--- src/hw/rtl/pwct_pkg.sv ---
// pwct_pkg: shared types and constants of the pulse-width code transmitter
// used by every module under hw/rtl; no dependencies
package pwct_pkg;

  // fixed field widths of the channels
  localparam int unsigned CodeW     = 64;
  localparam int unsigned CountW    = 7;
  localparam int unsigned OutDurW   = 16;
  localparam int unsigned RegIdxW   = 3;

  // parameter defaults
  localparam int unsigned MaxCodeBitsDef  = 64;
  localparam int unsigned DurationBitsDef = 16;

  // timing register reset values, microseconds
  localparam int unsigned SyncFirstRst  = 350;
  localparam int unsigned SyncSecondRst = 10850;
  localparam int unsigned ZeroFirstRst  = 350;
  localparam int unsigned ZeroSecondRst = 1050;
  localparam int unsigned OneFirstRst   = 1050;
  localparam int unsigned OneSecondRst  = 350;

  typedef enum logic [RegIdxW-1:0] {
    REG_SYNC_FIRST  = 3'd0,
    REG_SYNC_SECOND = 3'd1,
    REG_ZERO_FIRST  = 3'd2,
    REG_ZERO_SECOND = 3'd3,
    REG_ONE_FIRST   = 3'd4,
    REG_ONE_SECOND  = 3'd5,
    REG_INVERT      = 3'd6
  } pwct_reg_e;

  typedef enum logic [1:0] {
    ST_IDLE  = 2'd0,
    ST_ALIGN = 2'd1,
    ST_EMIT  = 2'd2
  } pwct_state_e;

  // sequencer commands to the shift unit
  typedef struct packed {
    logic load;
    logic shift;
  } pwct_shift_ctrl_t;

endpackage

--- src/hw/rtl/pulse_width_code_transmitter_core.sv ---
// Pulse-width code transmitter. Each accepted item (code_word, bit_count)
// produces max(n,1) results, n being bit_count saturated to MAX_CODE_BITS:
// the first result carries the sync pair, each result one data bit pair
// (none when n is 0), most significant bit first. A single shift register,
// under a small sequencer, first moves bit n-1 to its top one position per
// cycle (none when n is 0), then hands out one bit per result transfer.
// The input is not ready until the last result is taken. Configuration
// writes are always ready and take effect on the next cycle; write them
// only while no frame is in flight.
module pulse_width_code_transmitter_core #(
  parameter int unsigned MAX_CODE_BITS = pwct_pkg::MaxCodeBitsDef,
  parameter int unsigned DURATION_BITS = pwct_pkg::DurationBitsDef
) (
  input  logic                          clk_i,
  input  logic                          rst_ni,
  input  logic                          in_valid_i,
  output logic                          in_ready_o,
  input  logic [pwct_pkg::CodeW-1:0]    code_word_i,
  input  logic [pwct_pkg::CountW-1:0]   bit_count_i,
  output logic                          out_valid_o,
  input  logic                          out_ready_i,
  output logic                          sync_present_o,
  output logic [pwct_pkg::OutDurW-1:0]  sync_first_us_o,
  output logic [pwct_pkg::OutDurW-1:0]  sync_second_us_o,
  output logic                          bit_present_o,
  output logic                          bit_value_o,
  output logic [pwct_pkg::OutDurW-1:0]  bit_first_us_o,
  output logic [pwct_pkg::OutDurW-1:0]  bit_second_us_o,
  output logic                          first_is_mark_o,
  output logic                          last_pair_o,
  input  logic                          cfg_valid_i,
  output logic                          cfg_ready_o,
  input  logic [pwct_pkg::RegIdxW-1:0]  cfg_index_i,
  input  logic [DURATION_BITS-1:0]      cfg_data_i
);
  import pwct_pkg::*;

  pwct_shift_ctrl_t     shift_ctrl;
  logic                 msb;
  logic                 first;
  logic                 has_bits;
  logic [OutDurW-1:0]   sync_first, sync_second;
  logic [OutDurW-1:0]   zero_first, zero_second;
  logic [OutDurW-1:0]   one_first, one_second;
  logic                 invert;

  assign cfg_ready_o = 1'b1;

  pwct_regs #(
    .DURATION_BITS (DURATION_BITS)
  ) u_regs (
    .clk_i         (clk_i),
    .rst_ni        (rst_ni),
    .cfg_we_i      (cfg_valid_i & cfg_ready_o),
    .cfg_index_i   (cfg_index_i),
    .cfg_data_i    (cfg_data_i),
    .sync_first_o  (sync_first),
    .sync_second_o (sync_second),
    .zero_first_o  (zero_first),
    .zero_second_o (zero_second),
    .one_first_o   (one_first),
    .one_second_o  (one_second),
    .invert_o      (invert)
  );

  pwct_shift #(
    .MAX_CODE_BITS (MAX_CODE_BITS)
  ) u_shift (
    .clk_i       (clk_i),
    .ctrl_i      (shift_ctrl),
    .code_word_i (code_word_i),
    .msb_o       (msb)
  );

  pwct_seq #(
    .MAX_CODE_BITS (MAX_CODE_BITS)
  ) u_seq (
    .clk_i       (clk_i),
    .rst_ni      (rst_ni),
    .in_valid_i  (in_valid_i),
    .in_ready_o  (in_ready_o),
    .bit_count_i (bit_count_i),
    .out_valid_o (out_valid_o),
    .out_ready_i (out_ready_i),
    .first_o     (first),
    .has_bits_o  (has_bits),
    .last_o      (last_pair_o),
    .ctrl_o      (shift_ctrl)
  );

  assign sync_present_o   = first;
  assign sync_first_us_o  = first ? sync_first : '0;
  assign sync_second_us_o = first ? sync_second : '0;
  assign bit_present_o    = has_bits;
  assign bit_value_o      = has_bits & msb;
  assign bit_first_us_o   = !has_bits ? '0 : (msb ? one_first : zero_first);
  assign bit_second_us_o  = !has_bits ? '0 : (msb ? one_second : zero_second);
  assign first_is_mark_o  = !invert;

endmodule

--- src/hw/rtl/pwct_regs.sv ---
// pwct_regs: timing and level configuration registers
// depends on pwct_pkg
module pwct_regs #(
  parameter int unsigned DURATION_BITS = pwct_pkg::DurationBitsDef
) (
  input  logic                          clk_i,
  input  logic                          rst_ni,
  input  logic                          cfg_we_i,
  input  logic [pwct_pkg::RegIdxW-1:0]  cfg_index_i,
  input  logic [DURATION_BITS-1:0]      cfg_data_i,
  output logic [pwct_pkg::OutDurW-1:0]  sync_first_o,
  output logic [pwct_pkg::OutDurW-1:0]  sync_second_o,
  output logic [pwct_pkg::OutDurW-1:0]  zero_first_o,
  output logic [pwct_pkg::OutDurW-1:0]  zero_second_o,
  output logic [pwct_pkg::OutDurW-1:0]  one_first_o,
  output logic [pwct_pkg::OutDurW-1:0]  one_second_o,
  output logic                          invert_o
);
  import pwct_pkg::*;

  localparam int unsigned ExtW = DURATION_BITS + OutDurW;

  logic [DURATION_BITS-1:0] sync_first_q, sync_second_q;
  logic [DURATION_BITS-1:0] zero_first_q, zero_second_q;
  logic [DURATION_BITS-1:0] one_first_q, one_second_q;
  logic                     invert_q;

  logic [ExtW-1:0] sync_first_ext, sync_second_ext;
  logic [ExtW-1:0] zero_first_ext, zero_second_ext;
  logic [ExtW-1:0] one_first_ext, one_second_ext;

  always_ff @(posedge clk_i or negedge rst_ni) begin
    if (!rst_ni) begin
      sync_first_q  <= DURATION_BITS'(SyncFirstRst);
      sync_second_q <= DURATION_BITS'(SyncSecondRst);
      zero_first_q  <= DURATION_BITS'(ZeroFirstRst);
      zero_second_q <= DURATION_BITS'(ZeroSecondRst);
      one_first_q   <= DURATION_BITS'(OneFirstRst);
      one_second_q  <= DURATION_BITS'(OneSecondRst);
      invert_q      <= 1'b0;
    end else if (cfg_we_i) begin
      case (pwct_reg_e'(cfg_index_i))
        REG_SYNC_FIRST:  sync_first_q  <= cfg_data_i;
        REG_SYNC_SECOND: sync_second_q <= cfg_data_i;
        REG_ZERO_FIRST:  zero_first_q  <= cfg_data_i;
        REG_ZERO_SECOND: zero_second_q <= cfg_data_i;
        REG_ONE_FIRST:   one_first_q   <= cfg_data_i;
        REG_ONE_SECOND:  one_second_q  <= cfg_data_i;
        REG_INVERT:      invert_q      <= cfg_data_i[0];
        default: ;
      endcase
    end
  end

  // zero-extend first so narrow durations still give a 16-bit field
  assign sync_first_ext  = {{OutDurW{1'b0}}, sync_first_q};
  assign sync_second_ext = {{OutDurW{1'b0}}, sync_second_q};
  assign zero_first_ext  = {{OutDurW{1'b0}}, zero_first_q};
  assign zero_second_ext = {{OutDurW{1'b0}}, zero_second_q};
  assign one_first_ext   = {{OutDurW{1'b0}}, one_first_q};
  assign one_second_ext  = {{OutDurW{1'b0}}, one_second_q};

  assign sync_first_o  = sync_first_ext[OutDurW-1:0];
  assign sync_second_o = sync_second_ext[OutDurW-1:0];
  assign zero_first_o  = zero_first_ext[OutDurW-1:0];
  assign zero_second_o = zero_second_ext[OutDurW-1:0];
  assign one_first_o   = one_first_ext[OutDurW-1:0];
  assign one_second_o  = one_second_ext[OutDurW-1:0];
  assign invert_o      = invert_q;

endmodule

--- src/hw/rtl/pwct_shift.sv ---
// pwct_shift: code word shift register, one bit per step toward the msb
// depends on pwct_pkg
module pwct_shift #(
  parameter int unsigned MAX_CODE_BITS = pwct_pkg::MaxCodeBitsDef
) (
  input  logic                            clk_i,
  input  pwct_pkg::pwct_shift_ctrl_t      ctrl_i,
  input  logic [pwct_pkg::CodeW-1:0]      code_word_i,
  output logic                            msb_o
);
  import pwct_pkg::*;

  logic [MAX_CODE_BITS-1:0] sreg_q, sreg_d;

  always_comb begin
    sreg_d = sreg_q;
    if (ctrl_i.load) begin
      sreg_d = code_word_i[MAX_CODE_BITS-1:0];
    end else if (ctrl_i.shift) begin
      sreg_d = sreg_q << 1;
    end
  end

  always_ff @(posedge clk_i) begin
    sreg_q <= sreg_d;
  end

  assign msb_o = sreg_q[MAX_CODE_BITS-1];

endmodule

--- src/hw/rtl/pwct_seq.sv ---
// pwct_seq: frame sequencer, aligns the code word then steps through its bits
// depends on pwct_pkg
module pwct_seq #(
  parameter int unsigned MAX_CODE_BITS = pwct_pkg::MaxCodeBitsDef
) (
  input  logic                          clk_i,
  input  logic                          rst_ni,
  input  logic                          in_valid_i,
  output logic                          in_ready_o,
  input  logic [pwct_pkg::CountW-1:0]   bit_count_i,
  output logic                          out_valid_o,
  input  logic                          out_ready_i,
  output logic                          first_o,
  output logic                          has_bits_o,
  output logic                          last_o,
  output pwct_pkg::pwct_shift_ctrl_t    ctrl_o
);
  import pwct_pkg::*;

  localparam int unsigned CntW = $clog2(MAX_CODE_BITS + 1);

  pwct_state_e      state_q, state_d;
  logic [CntW-1:0]  rem_q, rem_d;
  logic [CntW-1:0]  pad_q, pad_d;
  logic             first_q, first_d;
  logic             zero_q, zero_d;
  logic [CntW-1:0]  count_sat;
  logic             last;

  // counts above the shift register depth saturate
  assign count_sat = (bit_count_i > CountW'(MAX_CODE_BITS)) ? CntW'(MAX_CODE_BITS)
                                                            : CntW'(bit_count_i);
  assign last = (rem_q <= CntW'(1));

  always_ff @(posedge clk_i or negedge rst_ni) begin
    if (!rst_ni) begin
      state_q <= ST_IDLE;
      rem_q   <= '0;
      pad_q   <= '0;
      first_q <= 1'b0;
      zero_q  <= 1'b0;
    end else begin
      state_q <= state_d;
      rem_q   <= rem_d;
      pad_q   <= pad_d;
      first_q <= first_d;
      zero_q  <= zero_d;
    end
  end

  always_comb begin
    state_d      = state_q;
    rem_d        = rem_q;
    pad_d        = pad_q;
    first_d      = first_q;
    zero_d       = zero_q;
    in_ready_o   = 1'b0;
    out_valid_o  = 1'b0;
    ctrl_o.load  = 1'b0;
    ctrl_o.shift = 1'b0;
    case (state_q)
      ST_IDLE: begin
        in_ready_o = 1'b1;
        if (in_valid_i) begin
          ctrl_o.load = 1'b1;
          rem_d       = count_sat;
          zero_d      = (count_sat == '0);
          // move bit n-1 up to the msb; nothing to align when no bits are sent
          pad_d       = (count_sat == '0) ? '0 : CntW'(MAX_CODE_BITS) - count_sat;
          first_d     = 1'b1;
          state_d     = ST_ALIGN;
        end
      end
      ST_ALIGN: begin
        if (pad_q == '0) begin
          state_d = ST_EMIT;
        end else begin
          ctrl_o.shift = 1'b1;
          pad_d        = pad_q - CntW'(1);
        end
      end
      ST_EMIT: begin
        out_valid_o = 1'b1;
        if (out_ready_i) begin
          if (last) begin
            state_d = ST_IDLE;
          end else begin
            ctrl_o.shift = 1'b1;
            rem_d        = rem_q - CntW'(1);
            first_d      = 1'b0;
          end
        end
      end
      default: begin
        state_d = ST_IDLE;
      end
    endcase
  end

  assign first_o    = first_q;
  assign has_bits_o = !zero_q;
  assign last_o     = last;

endmodule

--- config.mk ---
export PLATFORM = sky130hd
export DESIGN_NAME = pulse_width_code_transmitter_core
export DESIGN_NICKNAME = d
export VERILOG_FILES = /design/src/hw/rtl/pwct_pkg.sv /design/src/hw/rtl/pulse_width_code_transmitter_core.sv /design/src/hw/rtl/pwct_regs.sv /design/src/hw/rtl/pwct_shift.sv /design/src/hw/rtl/pwct_seq.sv
export SDC_FILE = /design/constraint.sdc
export NUM_CORES = 1
export LEC_CHECK = 0
export BUFFER_PORTS_ARGS = -buffer_cell sky130_fd_sc_hd__buf_2
export CAP_MARGIN = 15
export CORE_ASPECT_RATIO = 0.6
export CORE_MARGIN = 2
export CORE_UTILIZATION = 35
export DETAILED_ROUTE_END_ITERATION = 10
export PLACE_DENSITY_LB_ADDON = 0.25
export SETUP_SLACK_MARGIN = 0.1
export SKIP_LAST_GASP = 1
export SLEW_MARGIN = 20
export SYNTH_ARGS = -nofsm -noshare
export SYNTH_HDL_FRONTEND = slang
export SYNTH_SLANG_ARGS = --single-unit
--- constraint.sdc ---
create_clock -name clk_i -period 3.8 [get_ports clk_i]
set_input_delay 0.19 -clock clk_i [delete_from_list [all_inputs] [get_ports clk_i]]
set_output_delay 0.19 -clock clk_i [all_outputs]
set_load 0.005 [all_outputs]
==> flow_summary.json <==
{
  "hold_class": "input pin to flop",
  "io_pins": 167,
  "detail_route.first_pass.iterations": 4,
  "setup_slack_ps": 1190,
  "final_cells": 1123,
  "synth-edff-count": 64,
  "final_util": 0.429,
  "grt_max_degree": 69,
  "ys_async_sr_fraction": 0.642,
  "synthTopCellsByArea": "dfrtp_1 (24%), edfxtp_1 (23%), mux2_2 (21%)",
  "fin_nets": 891,
  "power_switching_mw": 2.37,
  "num_antenna_cells": 0,
  "ys_seq_area_frac": 0.569,
  "coreArea_sq_um": 24000,
  "grt_first_pass_wirelength_mm": 31.4,
  "dieArea_sq_um": 25600,
  "ys_seq_elements": 179,
  "critPathRequiredTime_ps": 3920,
  "maxSlewHeadroom": 0.363,
  "cellPowerDensity_nw_per_um2": 741,
  "fmax_mhz": 384,
  "maxSlewViolCount": 0,
  "clockBufferDepth": 2,
  "leakage_nw": 4.37,
  "antenna_found_initial": 0,
  "path_class": "flop to flop",
  "io_buffers": 165,
  "layout-drive-gt1-share": 0.514,
  "placedInstanceArea_sq_um": 9680,
  "synth-main-ff-cell": "dfrtp_1",
  "cts_root_buf": "clkbuf_16",
  "finalWeightedCongestion": 0.791,
  "fin_hold_ws_ps": 52.5,
  "rows": 44,
  "cap_violations": 0,
  "syn_to_final_growth_pct": 21.1,
  "grt_pass1_vias": 5532,
  "synthCells": 627,
  "stdcell_area_sq_um": 10300,
  "netlist_area_sq_um": 8500,
  "power_mw": 7.62,
  "p_int_mw": 5.25,
  "initial_core_util": 0.354,
  "grtUsageTotal": 0.160,
  "syn_nets": 730,
  "rsz0062_at_grt": "false",
  "dpl.hpwl_mm": 13.2,
  "clock_power_share": 0.232,
  "yosys.area.top_type": "dfrtp_1",
  "multi_input_area_sq_um": 3450,
  "routed_wl_mm": 19.6,
  "clk_pin_slew_ps": 60,
  "fillCellCount": 2311,
  "timing.final.crit_share": 0.686,
  "switching_share": 0.311,
  "synth_area_per_cell_sq_um": 13.6,
  "outcome": "finished clean",
  "setup_violations": 0,
  "die_x_microns": 205,
  "worst_pin_slew_ps": 950,
  "use_met3": 0.0474,
  "worstSetupEndpointType": "flop",
  "cts_max_level": 4,
  "avgRoutedWirePerCell_microns": 17.4,
  "cts.repair.resized": 0,
  "drc_errors": 0,
  "p_seq_frac": 0.433,
  "hold_violations": 0,
  "cp-start-kind": "flop",
  "final_cell_mix": "buf_2 (164), mux2_2 (160), dfrtp_1 (81)",
  "viasPerCell": 4.93,
  "ys_types": 63,
  "clock_sinks": 179,
  "cts_buffers": 17,
  "finClkSkew_ps": 9.05,
  "ant_nets": 0,
  "finalSetupTns_ps": 0,
  "regArea_sq_um": 4840,
  "layout_commonest_cell": "buf_2",
  "grtUsageMet2": 0.221,
  "dp_slack_ps": 1200,
  "crit_fanout": 48,
  "clock_latency_ps": 440,
  "gr-total-overflow": 0,
  "busiest_layer": "met1",
  "fin_crit_ps": 2610,
  "tritoncts": "done",
  "pwr-share-comb": 0.335,
  "via_count": 5533,
  "place_inst": 1089,
  "netlist.area_leader.share": 0.244,
  "vdd_drop_max_mv": 0.278,
  "arrival_ps": 2720,
  "first_iter_violations": 335,
  "use_met1": 0.244,
  "post_cts_buffers": 0,
  "fp.dieH_microns": 125,
  "ys_warn_count": 0
}
-- critical path: stages (launching register included) --
cell and delay, ps:
dfrtp_1 400, inv_1 80, ha_1 350, clkinv_1 320, a21o_1 270, o21ai_0 90, a21o_2 420, buf_12 310
-- path summary, 6_finish.rpt --
path	from	endpoint	slack, ps	depth (start not counted)
hold / removal	code_word_i[58]	u_shift.sreg_q[58]$_DFFE_PP_	50	2
max in group asynchronous	rst_ni	u_regs.sync_second_o[13]$_DFFE_PN1P_	2550	3
hold reg to reg	u_regs.sync_second_o[4]$_DFFE_PN0P_	u_regs.sync_second_o[4]$_DFFE_PN0P_	500	1
setup reg to reg	u_seq.state_q[1]$_DFFE_PN0P_	u_shift.sreg_q[24]$_DFFE_PP_	1190	7
setup / recovery	u_seq.state_q[1]$_DFFE_PN0P_	u_shift.sreg_q[24]$_DFFE_PP_	1190	7
min in group asynchronous	rst_ni	u_regs.one_first_o[6]$_DFFE_PN0P_	410	2
-- state kept, by name, summed over array words and instances (netlist names) --
register and flops:
u_regs.one_first_o 16, u_regs.sync_second_o 16, u_seq.zero_q 1, u_shift.sreg_q 64, u_seq.rem_q 7, u_regs.sync_first_o 16
u_seq.first_o 1, u_regs.invert_o 1, u_regs.one_second_o 16, u_seq.pad_q 7, u_regs.zero_first_o 16, u_seq.state_q 2
u_regs.zero_second_o 16
-- final cells by class --
class	count	share of cell area
clock buffers	25	0.0507
flip-flops and latches	179	0.470
inverters	16	0.00583
multi-input cells	397	0.335
clock inverters	7	0.00668
repair buffers	177	0.0926
well taps	322	0.0391
-- Yosys cell counts, types with 2 or more instances --
master and number:
or3_1 5, nor3_2 2, nor4_1 2, edfxtp_1 64, nand2_1 11, mux2i_1 37, dfstp_2 32, nor2_1 44
o311ai_0 2, dfrtp_1 83, buf_2 13, ha_1 8, mux2_2 160, o22ai_1 3, o21ai_0 12, nor2b_1 4
a21o_1 3, nor3b_1 5, clkbuf_1 19, and2_1 33, nand2b_1 7, o211ai_1 3, o311ai_1 2, a21oi_1 6
xnor2_1 2, nor3b_2 2, nor3_1 7, nand4b_1 2, a31oi_1 3, nand3_1 4, inv_1 15
-- layer usage --
metal,part of all wire,vias up
met2,0.43,101
met3,0.045,8
met4,0.0058,0
li1,-,2604
met1,0.52,2820
met5,0,-
-- cells by family (layout without fill, tap and decap cells) --
kind of cell             count (synthesis)  count (layout)  synth area share
multiplexers                           197             197             0.255
flip-flops                             179             179             0.569
AND/OR/NAND/NOR                        137             137            0.0883
AO/OA/AOI/OAI                           51              51            0.0459
buffers and inverters                   51             225            0.0259
adder cells (fa/ha/maj)                  8               8            0.0118
XOR/XNOR                                 3               3           0.00309
other                                    1               1          0.000441
-- repair_timing --
| action | 4_1_cts | 5_1_grt |
|---|---|---|
| hold buffers | 1 | 0 |
| endpoints found under the hold margin | 34 | 0 |
| endpoints found under the setup margin | 0 | 0 |
-- power by group through the flow --
stage	combinational [mW]	clock (mW)	sequential (mW)
6_report	2.55	1.77	3.30
5_1_grt	2.84	1.91	3.40
2_1_floorplan	1.85	0	3.21
3_5_place_dp	2.57	0	3.33
4_1_cts	2.59	1.83	3.31
3_3_place_gp	2.55	0	3.33
Power figures use the tool's default switching activity.
